<file path="src/hdl/okle_pkg.sv">
// Package for the ordered key list engine: sizes, request and status codes,
// controller state type and the controller-to-datapath command struct.
// No dependencies.
package okle_pkg;
    localparam int Capacity = 32;
    localparam int IdxW     = $clog2(Capacity);
    localparam int LinkW    = IdxW + 1;
    localparam int CntW     = 6;
    localparam int KeyW     = 32;

    localparam logic [LinkW-1:0] NullLink = LinkW'(Capacity);

    typedef enum logic [2:0] {
        REQ_INSERT   = 3'd0,
        REQ_DEL_KEY  = 3'd1,
        REQ_DEL_HEAD = 3'd2,
        REQ_DEL_TAIL = 3'd3,
        REQ_DUMP     = 3'd4
    } t_req;

    typedef enum logic [1:0] {
        ST_OK       = 2'd0,
        ST_FULL     = 2'd1,
        ST_EMPTY    = 2'd2,
        ST_NOTFOUND = 2'd3
    } t_status;

    typedef enum logic [3:0] {
        S_IDLE,
        S_INS,
        S_SRCH_RD,
        S_SRCH_CHK,
        S_END_RD,
        S_END_CHK,
        S_UNLINK,
        S_DUMP_RD,
        S_DUMP_OUT
    } t_state;

    // Commands from controller to datapath.
    typedef struct packed {
        logic    latch_req;   // capture input key
        logic    do_insert;   // link the captured key at the front
        logic    rd_cur;      // read node at current pointer
        logic    ld_head;     // current pointer <= head
        logic    ld_tail;     // current pointer <= tail
        logic    ld_next;     // current pointer <= next link just read
        logic    do_unlink;   // unlink current node (prev/next just read)
        logic    emit;        // put a result out
        logic    key_sel;     // 1: result key from node read, 0: zero
        t_status st;
        logic    last;
    } t_cmd;

    // Status from datapath to controller.
    typedef struct packed {
        logic full;
        logic empty;
        logic match;
        logic cur_null;
        logic next_null;
    } t_stat;
endpackage

</file>
<file path="src/hdl/okle_datapath.sv">
// Datapath of the ordered key list engine: node memories, head/tail,
// free stack, walk pointer and result register. Uses okle_pkg.
module okle_datapath (
    input  logic                            i_clk,
    input  logic                            i_rst_n,
    input  logic signed [okle_pkg::KeyW-1:0] i_key,
    input  okle_pkg::t_cmd                  i_cmd,
    output okle_pkg::t_stat                 o_stat,
    output logic                            o_valid,
    output logic signed [okle_pkg::KeyW-1:0] o_out_key,
    output logic [1:0]                      o_status,
    output logic [okle_pkg::CntW-1:0]       o_entry_count,
    output logic                            o_is_last
);
    localparam int IW = okle_pkg::IdxW;
    localparam int LW = okle_pkg::LinkW;

    logic [okle_pkg::KeyW-1:0] r_mkey [okle_pkg::Capacity];
    logic [LW-1:0]             r_mnext [okle_pkg::Capacity];
    logic [LW-1:0]             r_mprev [okle_pkg::Capacity];
    logic [IW-1:0]             r_free [okle_pkg::Capacity];

    logic [LW-1:0] r_head, r_tail, r_cur;
    logic [okle_pkg::CntW-1:0] r_used;
    logic [okle_pkg::KeyW-1:0] r_key, r_rd_key;
    logic [LW-1:0] r_rd_next, r_rd_prev;
    logic [IW-1:0] r_fidx;   // top of free stack, registered
    logic [IW-1:0] r_cidx;   // index of node last read

    logic [IW-1:0] w_top;

    // Free stack is a memory indexed by free count - 1; entry j of a fresh
    // stack holds Capacity-1-j, so node 0 is on top. Until an entry is
    // written the fresh value is used (tracked by a per-entry written bit).
    logic [okle_pkg::Capacity-1:0] r_fwr;
    assign w_top = IW'(okle_pkg::Capacity - 1 - int'(r_used));

    always_ff @(posedge i_clk) begin
        if (!i_rst_n) begin
            r_fwr <= '0;
        end else if (i_cmd.do_unlink && r_used != '0) begin
            r_fwr[IW'(okle_pkg::Capacity - int'(r_used))] <= 1'b1;
        end
    end

    always_ff @(posedge i_clk) begin
        r_fidx <= r_fwr[w_top] ? r_free[w_top] : IW'(okle_pkg::Capacity - 1) - w_top;
        if (i_cmd.do_unlink && r_used != '0) begin
            r_free[IW'(okle_pkg::Capacity - int'(r_used))] <= r_cidx;
        end
    end

    always_ff @(posedge i_clk) begin
        if (i_cmd.latch_req) begin
            r_key <= i_key;
        end
        if (i_cmd.rd_cur) begin
            r_rd_key  <= r_mkey[r_cur[IW-1:0]];
            r_rd_next <= r_mnext[r_cur[IW-1:0]];
            r_rd_prev <= r_mprev[r_cur[IW-1:0]];
            r_cidx    <= r_cur[IW-1:0];
        end
        if (i_cmd.do_insert) begin
            r_mkey[r_fidx]  <= r_key;
            r_mprev[r_fidx] <= okle_pkg::NullLink;
            r_mnext[r_fidx] <= r_head;
        end
        // Neighbor link updates use the second write port of each link array.
        if (i_cmd.do_insert && !r_head[IW]) begin
            r_mprev[r_head[IW-1:0]] <= {1'b0, r_fidx};
        end
        if (i_cmd.do_unlink) begin
            if (!r_rd_prev[IW]) begin
                r_mnext[r_rd_prev[IW-1:0]] <= r_rd_next;
            end
            if (!r_rd_next[IW]) begin
                r_mprev[r_rd_next[IW-1:0]] <= r_rd_prev;
            end
        end
    end

    always_ff @(posedge i_clk) begin
        if (!i_rst_n) begin
            r_head  <= okle_pkg::NullLink;
            r_tail  <= okle_pkg::NullLink;
            r_used  <= '0;
            r_cur   <= okle_pkg::NullLink;
            o_valid <= 1'b0;
        end else begin
            o_valid <= i_cmd.emit;
            if (i_cmd.do_insert) begin
                r_head <= {1'b0, r_fidx};
                if (r_tail[IW]) begin
                    r_tail <= {1'b0, r_fidx};
                end
                r_used <= r_used + 1'b1;
            end
            if (i_cmd.do_unlink) begin
                if (r_rd_prev[IW]) begin
                    r_head <= r_rd_next;
                end
                if (r_rd_next[IW]) begin
                    r_tail <= r_rd_prev;
                end
                if (r_used != '0) begin
                    r_used <= r_used - 1'b1;
                end
            end
            if (i_cmd.ld_head) begin
                r_cur <= r_head;
            end else if (i_cmd.ld_tail) begin
                r_cur <= r_tail;
            end else if (i_cmd.ld_next) begin
                r_cur <= r_rd_next;
            end
        end
    end

    // Entry count is the count after this request; unlink and emit share
    // the cycle, so the count is adjusted here.
    always_ff @(posedge i_clk) begin
        if (i_cmd.emit) begin
            o_out_key     <= i_cmd.key_sel ? r_rd_key : '0;
            o_status      <= i_cmd.st;
            o_is_last     <= i_cmd.last;
            o_entry_count <= r_used
                - ((i_cmd.do_unlink && r_used != '0) ? 6'd1 : 6'd0)
                + (i_cmd.do_insert ? 6'd1 : 6'd0);
        end
    end

    assign o_stat.full      = (int'(r_used) >= okle_pkg::Capacity);
    assign o_stat.empty     = r_head[IW];
    assign o_stat.match     = (r_rd_key == r_key);
    assign o_stat.cur_null  = r_cur[IW];
    assign o_stat.next_null = r_rd_next[IW];
endmodule

</file>
<file path="src/hdl/okle_ctrl.sv">
// Controller of the ordered key list engine: request decode and list walk
// sequencing. Uses okle_pkg.
module okle_ctrl (
    input  logic            i_clk,
    input  logic            i_rst_n,
    input  logic            i_start,
    input  logic [2:0]      i_req_type,
    input  okle_pkg::t_stat i_stat,
    output logic            o_busy,
    output okle_pkg::t_cmd  o_cmd
);
    okle_pkg::t_state r_state, n_state;
    logic [okle_pkg::CntW-1:0] r_steps, n_steps;

    always_ff @(posedge i_clk) begin
        if (!i_rst_n) begin
            r_state <= okle_pkg::S_IDLE;
            r_steps <= '0;
        end else begin
            r_state <= n_state;
            r_steps <= n_steps;
        end
    end

    always_comb begin
        n_state = r_state;
        n_steps = r_steps;
        o_cmd   = '0;
        o_cmd.st = okle_pkg::ST_OK;
        o_cmd.last = 1'b1;
        o_busy  = (r_state != okle_pkg::S_IDLE);
        case (r_state)
            okle_pkg::S_IDLE: begin
                if (i_start) begin
                    o_cmd.latch_req = 1'b1;
                    n_steps = '0;
                    case (i_req_type)
                        okle_pkg::REQ_INSERT: begin
                            if (i_stat.full) begin
                                o_cmd.emit = 1'b1;
                                o_cmd.st = okle_pkg::ST_FULL;
                            end else begin
                                n_state = okle_pkg::S_INS;
                            end
                        end
                        okle_pkg::REQ_DEL_KEY, okle_pkg::REQ_DUMP: begin
                            if (i_stat.empty) begin
                                o_cmd.emit = 1'b1;
                                o_cmd.st = okle_pkg::ST_EMPTY;
                            end else begin
                                o_cmd.ld_head = 1'b1;
                                n_state = (i_req_type == okle_pkg::REQ_DUMP)
                                        ? okle_pkg::S_DUMP_RD : okle_pkg::S_SRCH_RD;
                            end
                        end
                        okle_pkg::REQ_DEL_HEAD, okle_pkg::REQ_DEL_TAIL: begin
                            if (i_stat.empty) begin
                                o_cmd.emit = 1'b1;
                                o_cmd.st = okle_pkg::ST_EMPTY;
                            end else begin
                                o_cmd.ld_head = (i_req_type == okle_pkg::REQ_DEL_HEAD);
                                o_cmd.ld_tail = (i_req_type == okle_pkg::REQ_DEL_TAIL);
                                n_state = okle_pkg::S_END_RD;
                            end
                        end
                        default: begin
                            o_cmd.emit = 1'b1;
                        end
                    endcase
                end
            end
            okle_pkg::S_INS: begin
                // Free stack top was registered in the previous cycle.
                o_cmd.do_insert = 1'b1;
                o_cmd.emit = 1'b1;
                n_state = okle_pkg::S_IDLE;
            end
            okle_pkg::S_SRCH_RD: begin
                if (i_stat.cur_null || int'(r_steps) >= okle_pkg::Capacity) begin
                    o_cmd.emit = 1'b1;
                    o_cmd.st = okle_pkg::ST_NOTFOUND;
                    n_state = okle_pkg::S_IDLE;
                end else begin
                    o_cmd.rd_cur = 1'b1;
                    n_steps = r_steps + 1'b1;
                    n_state = okle_pkg::S_SRCH_CHK;
                end
            end
            okle_pkg::S_SRCH_CHK: begin
                if (i_stat.match) begin
                    o_cmd.do_unlink = 1'b1;
                    o_cmd.emit = 1'b1;
                    o_cmd.key_sel = 1'b1;
                    n_state = okle_pkg::S_IDLE;
                end else begin
                    o_cmd.ld_next = 1'b1;
                    n_state = okle_pkg::S_SRCH_RD;
                end
            end
            okle_pkg::S_END_RD: begin
                o_cmd.rd_cur = 1'b1;
                n_state = okle_pkg::S_UNLINK;
            end
            okle_pkg::S_UNLINK: begin
                o_cmd.do_unlink = 1'b1;
                o_cmd.emit = 1'b1;
                o_cmd.key_sel = 1'b1;
                n_state = okle_pkg::S_IDLE;
            end
            okle_pkg::S_DUMP_RD: begin
                o_cmd.rd_cur = 1'b1;
                n_steps = r_steps + 1'b1;
                n_state = okle_pkg::S_DUMP_OUT;
            end
            okle_pkg::S_DUMP_OUT: begin
                o_cmd.emit = 1'b1;
                o_cmd.key_sel = 1'b1;
                o_cmd.ld_next = 1'b1;
                o_cmd.last = i_stat.next_null || int'(r_steps) >= okle_pkg::Capacity;
                n_state = o_cmd.last ? okle_pkg::S_IDLE : okle_pkg::S_DUMP_RD;
            end
            default: begin
                n_state = okle_pkg::S_IDLE;
            end
        endcase
    end

    a_emit_single: assert property (@(posedge i_clk) disable iff (!i_rst_n)
        o_cmd.do_unlink |-> o_cmd.emit) else $error("unlink without result");
    a_idle_after_last: assert property (@(posedge i_clk) disable iff (!i_rst_n)
        (o_cmd.emit && o_cmd.last) |=> r_state == okle_pkg::S_IDLE)
        else $error("walk continued after last result");
    a_no_insert_unlink: assert property (@(posedge i_clk) disable iff (!i_rst_n)
        !(o_cmd.do_insert && o_cmd.do_unlink)) else $error("insert and unlink together");
endmodule

</file>
<file path="src/hdl/ordered_key_list_engine.sv">
// Ordered key list engine top level: a doubly linked list of signed keys.
// Rejected requests answer from idle; insert goes through S_INS; front/back delete
// reads then unlinks the end node; delete by key and dump walk at most 32 entries.
// One request at a time; busy is high until the last result is shown.
// Synchronous active-low reset empties the list; results cannot be stalled.
// Depends on okle_pkg, okle_ctrl and okle_datapath.
module ordered_key_list_engine (
    input  logic                             i_clk,
    input  logic                             i_rst_n,
    input  logic                             start,
    output logic                             busy,
    input  logic [2:0]                       i_req_type,
    input  logic signed [okle_pkg::KeyW-1:0] i_key,
    output logic                             o_strobe,
    output logic signed [okle_pkg::KeyW-1:0] o_out_key,
    output logic [1:0]                       o_status,
    output logic [okle_pkg::CntW-1:0]        o_entry_count,
    output logic                             o_is_last
);
    okle_pkg::t_cmd  w_cmd;
    okle_pkg::t_stat w_stat;

    okle_ctrl u_ctrl (
        .i_clk      (i_clk),
        .i_rst_n    (i_rst_n),
        .i_start    (start),
        .i_req_type (i_req_type),
        .i_stat     (w_stat),
        .o_busy     (busy),
        .o_cmd      (w_cmd)
    );

    okle_datapath u_dp (
        .i_clk         (i_clk),
        .i_rst_n       (i_rst_n),
        .i_key         (i_key),
        .i_cmd         (w_cmd),
        .o_stat        (w_stat),
        .o_valid       (o_strobe),
        .o_out_key     (o_out_key),
        .o_status      (o_status),
        .o_entry_count (o_entry_count),
        .o_is_last     (o_is_last)
    );
endmodule
</file>
<file path="config.mk">
export PLATFORM = sky130hd
export DESIGN_NAME = ordered_key_list_engine
export DESIGN_NICKNAME = d
export VERILOG_FILES = /design/src/hdl/okle_pkg.sv /design/src/hdl/okle_datapath.sv /design/src/hdl/okle_ctrl.sv /design/src/hdl/ordered_key_list_engine.sv
export SDC_FILE = /design/constraint.sdc
export NUM_CORES = 2
export LEC_CHECK = 0
export BUFFER_PORTS_ARGS = -buffer_cell sky130_fd_sc_hd__buf_2
export CAP_MARGIN = 15
export CORE_UTILIZATION = 40
export DETAILED_ROUTE_END_ITERATION = 10
export SYNTH_ARGS = -nofsm -noshare
export SYNTH_HDL_FRONTEND = slang
export SYNTH_SLANG_ARGS = --single-unit
</file>
<file path="constraint.sdc">
create_clock -name i_clk -period 6.4 [get_ports i_clk]
set_input_delay 1.28 -clock i_clk [delete_from_list [all_inputs] [get_ports i_clk]]
set_output_delay 1.28 -clock i_clk [all_outputs]
set_load 0.02 [all_outputs]
</file>
==> load_flow_metrics.sql <==
INSERT INTO impl_metrics (metric_group, metric, value, unit) VALUES
('floorplanning', 'boundaryPins', '81', ''),
('yosys', 'post-synth-top-area-fraction', '69.9', '%'),
('sta', 'setup_viol_count_final', '0', ''),
('yosys', 'mappedNetlistArea', '0.0712', 'mm2'),
('yosys', 'synth_cell_type_count', '80', ''),
('floorplanning', 'placement_rows', '154', ''),
('sta', 'worst_slew_pin_slew', '1.23', 'ns'),
('yosys', 'synth-simple-area-share', '4.09', '%'),
('placement', 'port_buffers', '80', ''),
('floorplanning', 'die-area', '0.180', 'mm2'),
('global_route', 'grt_pass1_vias', '36400', ''),
('floorplanning', 'initial_core_util', '40.3', '%'),
('layout', 'n_fill_cell', '14900', ''),
('layout', 'nets', '3799', ''),
('drt', 'vias_per_cell', '5.78', ''),
('floorplanning', 'die_w', '424', 'um'),
('sta', 'highest_attainable_clock_frequency', '191', 'MHz'),
('layout', 'sequential_cell_area', '0.0519', 'mm2'),
('cts', 'ctsResizeCount', '0', ''),
('sta', 'clock_skews', '0.0669', 'ns'),
('drt', 'drt-initial-drc-count', '4269', ''),
('cts', 'worst_skew_pair.late_latency', '0.84', 'ns'),
('sta', 'slew_headroom', '17.7', '%'),
('yosys', 'synth.top_cells.by_count', '1658 x edfxtp_1, 498 x mux4_2, 194 x nor2_1, 169 x nand2_1, 147 x clkbuf_1', ''),
('critical_path', 'cp-start-kind', 'register', ''),
('placement', 'dpl.hpwl', '105000', 'um'),
('yosys', 'synth.avg_cell_area', '19.8', 'um2'),
('min_path', 'hp-class', 'reg -> reg', ''),
('global_route', 'maximum_number_of_pins_on_one_net_before_global_route_repair', '102', ''),
('yosys', 'net_count_after_synthesis', '3653', ''),
('yosys', 'synth_top_cells_by_area', 'edfxtp_1 70%, mux4_2 16%, dfxtp_1 2.9%', ''),
('global_route', 'grt_overflow', '0', ''),
('run_status', 'run_status', 'finished, final reports clean', ''),
('yosys', 'ys_async_sr_fraction', '0', '%'),
('power', 'powerDensity', '289', 'mW/mm2'),
('drt', 'postRouteAntennaNets', '0', ''),
('yosys', 'post_synthesis_register_bit_count', '1762', ''),
('yosys', 'muxShareOfSynthArea', '17.0', '%'),
('floorplanning', 'standard_cell_core_area', '0.176', 'mm2'),
('drt', 'drcViolationCount', '0', ''),
('drt', 'drt_pass1_iterations', '8', ''),
('yosys', 'post_synth_edffs', '1658', ''),
('cts', 'cts_tree', 'yes', ''),
('drt', 'via_count', '36000', ''),
('sta', 'fin_crit_sh', '81.9', '%'),
('yosys', 'ys_warn_count', '0', ''),
('yosys', 'synth-main-ff-cell', 'edfxtp_1', ''),
('cts', 'cts_hold_repair.buffers', '0', ''),
('cts', 'max-clock-path-buffers', '3', ''),
('power', 'p_total', '23.3', 'mW'),
('layout', 'final_cell_area', '0.0804', 'mm2'),
('placement', 'dpl-instance-area', '0.0749', 'mm2'),
('layout', 'final_layout_size_suffix_gt1_share', '27.9', '%'),
('yosys', 'synth_top_family_by_area', 'multiplexers', ''),
('job', 'max-cap-violations', '0', ''),
('cts', 'postCtsSetupRepairBufs', '0', ''),
('sta', 'hold-worst-slack', '0.451', 'ns'),
('drt', 'wirelength', '183000', 'um'),
('critical_path', 'cp.arrival', '5.77', 'ns'),
('yosys', 'yosys.area_share.adder', '0.397', '%'),
('critical_path', 'worst-path-max-fanout', '33', ''),
('sta', 'rsz0062_at_grt', 'false', ''),
('yosys', 'synth_largest_area_cell', 'edfxtp_1', ''),
('drt', 'wire_per_inst', '29.4', 'um'),
('cts', 'clkTransAtPathRegs', '0.06', 'ns'),
('global_route', 'global_route_wire_length_before_repair', '264000', 'um'),
('power', 'worst_vdd_drop', '254', 'uV'),
('cts', 'cts_max_level', '4', ''),
('placement', 'pre_cts_ws', '1.35', 'ns'),
('global_route', 'grt_antenna_before_repair', '4', ''),
('layout', 'layout.core_utilization', '45.6', '%');
state kept, by name (all words and copies together) (netlist names), 32 cells and up:
register	count
u_dp.o_out_key	32
u_dp.r_free	160
u_dp.r_fwr	32
u_dp.r_key	32
u_dp.r_mkey	1024
u_dp.r_mnext	192
u_dp.r_mprev	192
u_dp.r_rd_key	32
cells by family (layout without fill, tap and decap cells):
logic type / Yosys count / in the layout
AOI/OAI and AO/OA: 356 / 356
xor gates and xnor gates: 50 / 50
adders and majority gates: 22 / 22
buffers and inverters: 249 / 536
DFF: 1762 / 1762
muxes: 577 / 577
other: 0 / 1
and+or+nand+nor: 577 / 577
placed cells by master (no fill, tap or decap), types with 8 or more instances in the layout:
master / n
or2_2: 8
buf_4: 94
nand3b_1: 11
a311oi_1: 10
mux2i_1: 24
nor2_4: 32
inv_1: 24
buf_2: 81
clkinv_2: 21
clkinv_1: 38
xnor2_1: 12
mux4_2: 498
clkbuf_16: 182
nand2_1: 168
a31oi_1: 12
xor2_1: 38
buf_12: 9
nor2b_1: 35
clkbuf_1: 50
nand3_1: 21
dfxtp_1: 94
edfxtp_1: 1658
nor2_1: 162
or2_1: 14
a21oi_2: 12
ha_1: 21
and2_1: 28
a22o_1: 101
a21oi_1: 53
o21ai_0: 96
mux2_2: 51
nor4_1: 8
and3_1: 15
a211oi_1: 23
nor3_1: 22
area by class of cell:
| type | instances | area share [%] |
|---|---|---|
| diodes | 1 | 0.00311 |
| well taps | 2340 | 3.64 |
| clock inverters | 83 | 0.871 |
| multi-input cells | 1582 | 23.1 |
| flip-flops and latches | 1762 | 64.5 |
| inverters | 28 | 0.131 |
| repair buffers | 186 | 1.67 |
| clock buffers | 239 | 6.02 |
routing by layer:
metal | part of all wire [%] | track usage, % | up-vias | routed length, um
li1 | - | - | 15100 | -
met1 | 40 | 27.8 | 19100 | 74000
met2 | 50 | 33.8 | 1587 | 91500
met3 | 6.9 | 3.31 | 267 | 12500
met4 | 2.7 | 5.86 | 0 | 4880
met5 | 0 | 0 | - | 0
where the power goes:
group / switching [mW] / internal (mW)
registers: 0.0781 / 12.6
clock network: 4.44 / 5.46
logic: 0.437 / 0.219
worst paths after layout:
check        slack (ns)                               to  cells past startpoint                  startpoint
max                1.16  u_dp.o_entry_count[5]$_DFFE_PP_                     15     u_dp.r_key[4]$_DFFE_PP_
min                0.45       u_dp.r_fwr[1]$_SDFFE_PN0P_                      2  u_dp.r_fwr[1]$_SDFFE_PN0P_
max reg2reg        1.16  u_dp.o_entry_count[5]$_DFFE_PP_                     15     u_dp.r_key[4]$_DFFE_PP_
min reg2reg        0.45       u_dp.r_fwr[1]$_SDFFE_PN0P_                      2  u_dp.r_fwr[1]$_SDFFE_PN0P_
worst max-delay path: stages, from the launching register on:
cell	delay, ns
edfxtp_1	1.04
xor2_1	0.30
nor4_4	0.52
nand4_4	0.32
nor3_1	0.79
o21ai_1	0.33
inv_2	0.29
ha_1	0.19
inv_1	0.07
ha_1	0.29
a21oi_1	0.19
o21bai_1	0.12
a21oi_1	0.18
nor2_1	0.07
nor2_1	0.14
xor2_1	0.09
Note: power is estimated with default switching activity, not from simulation.
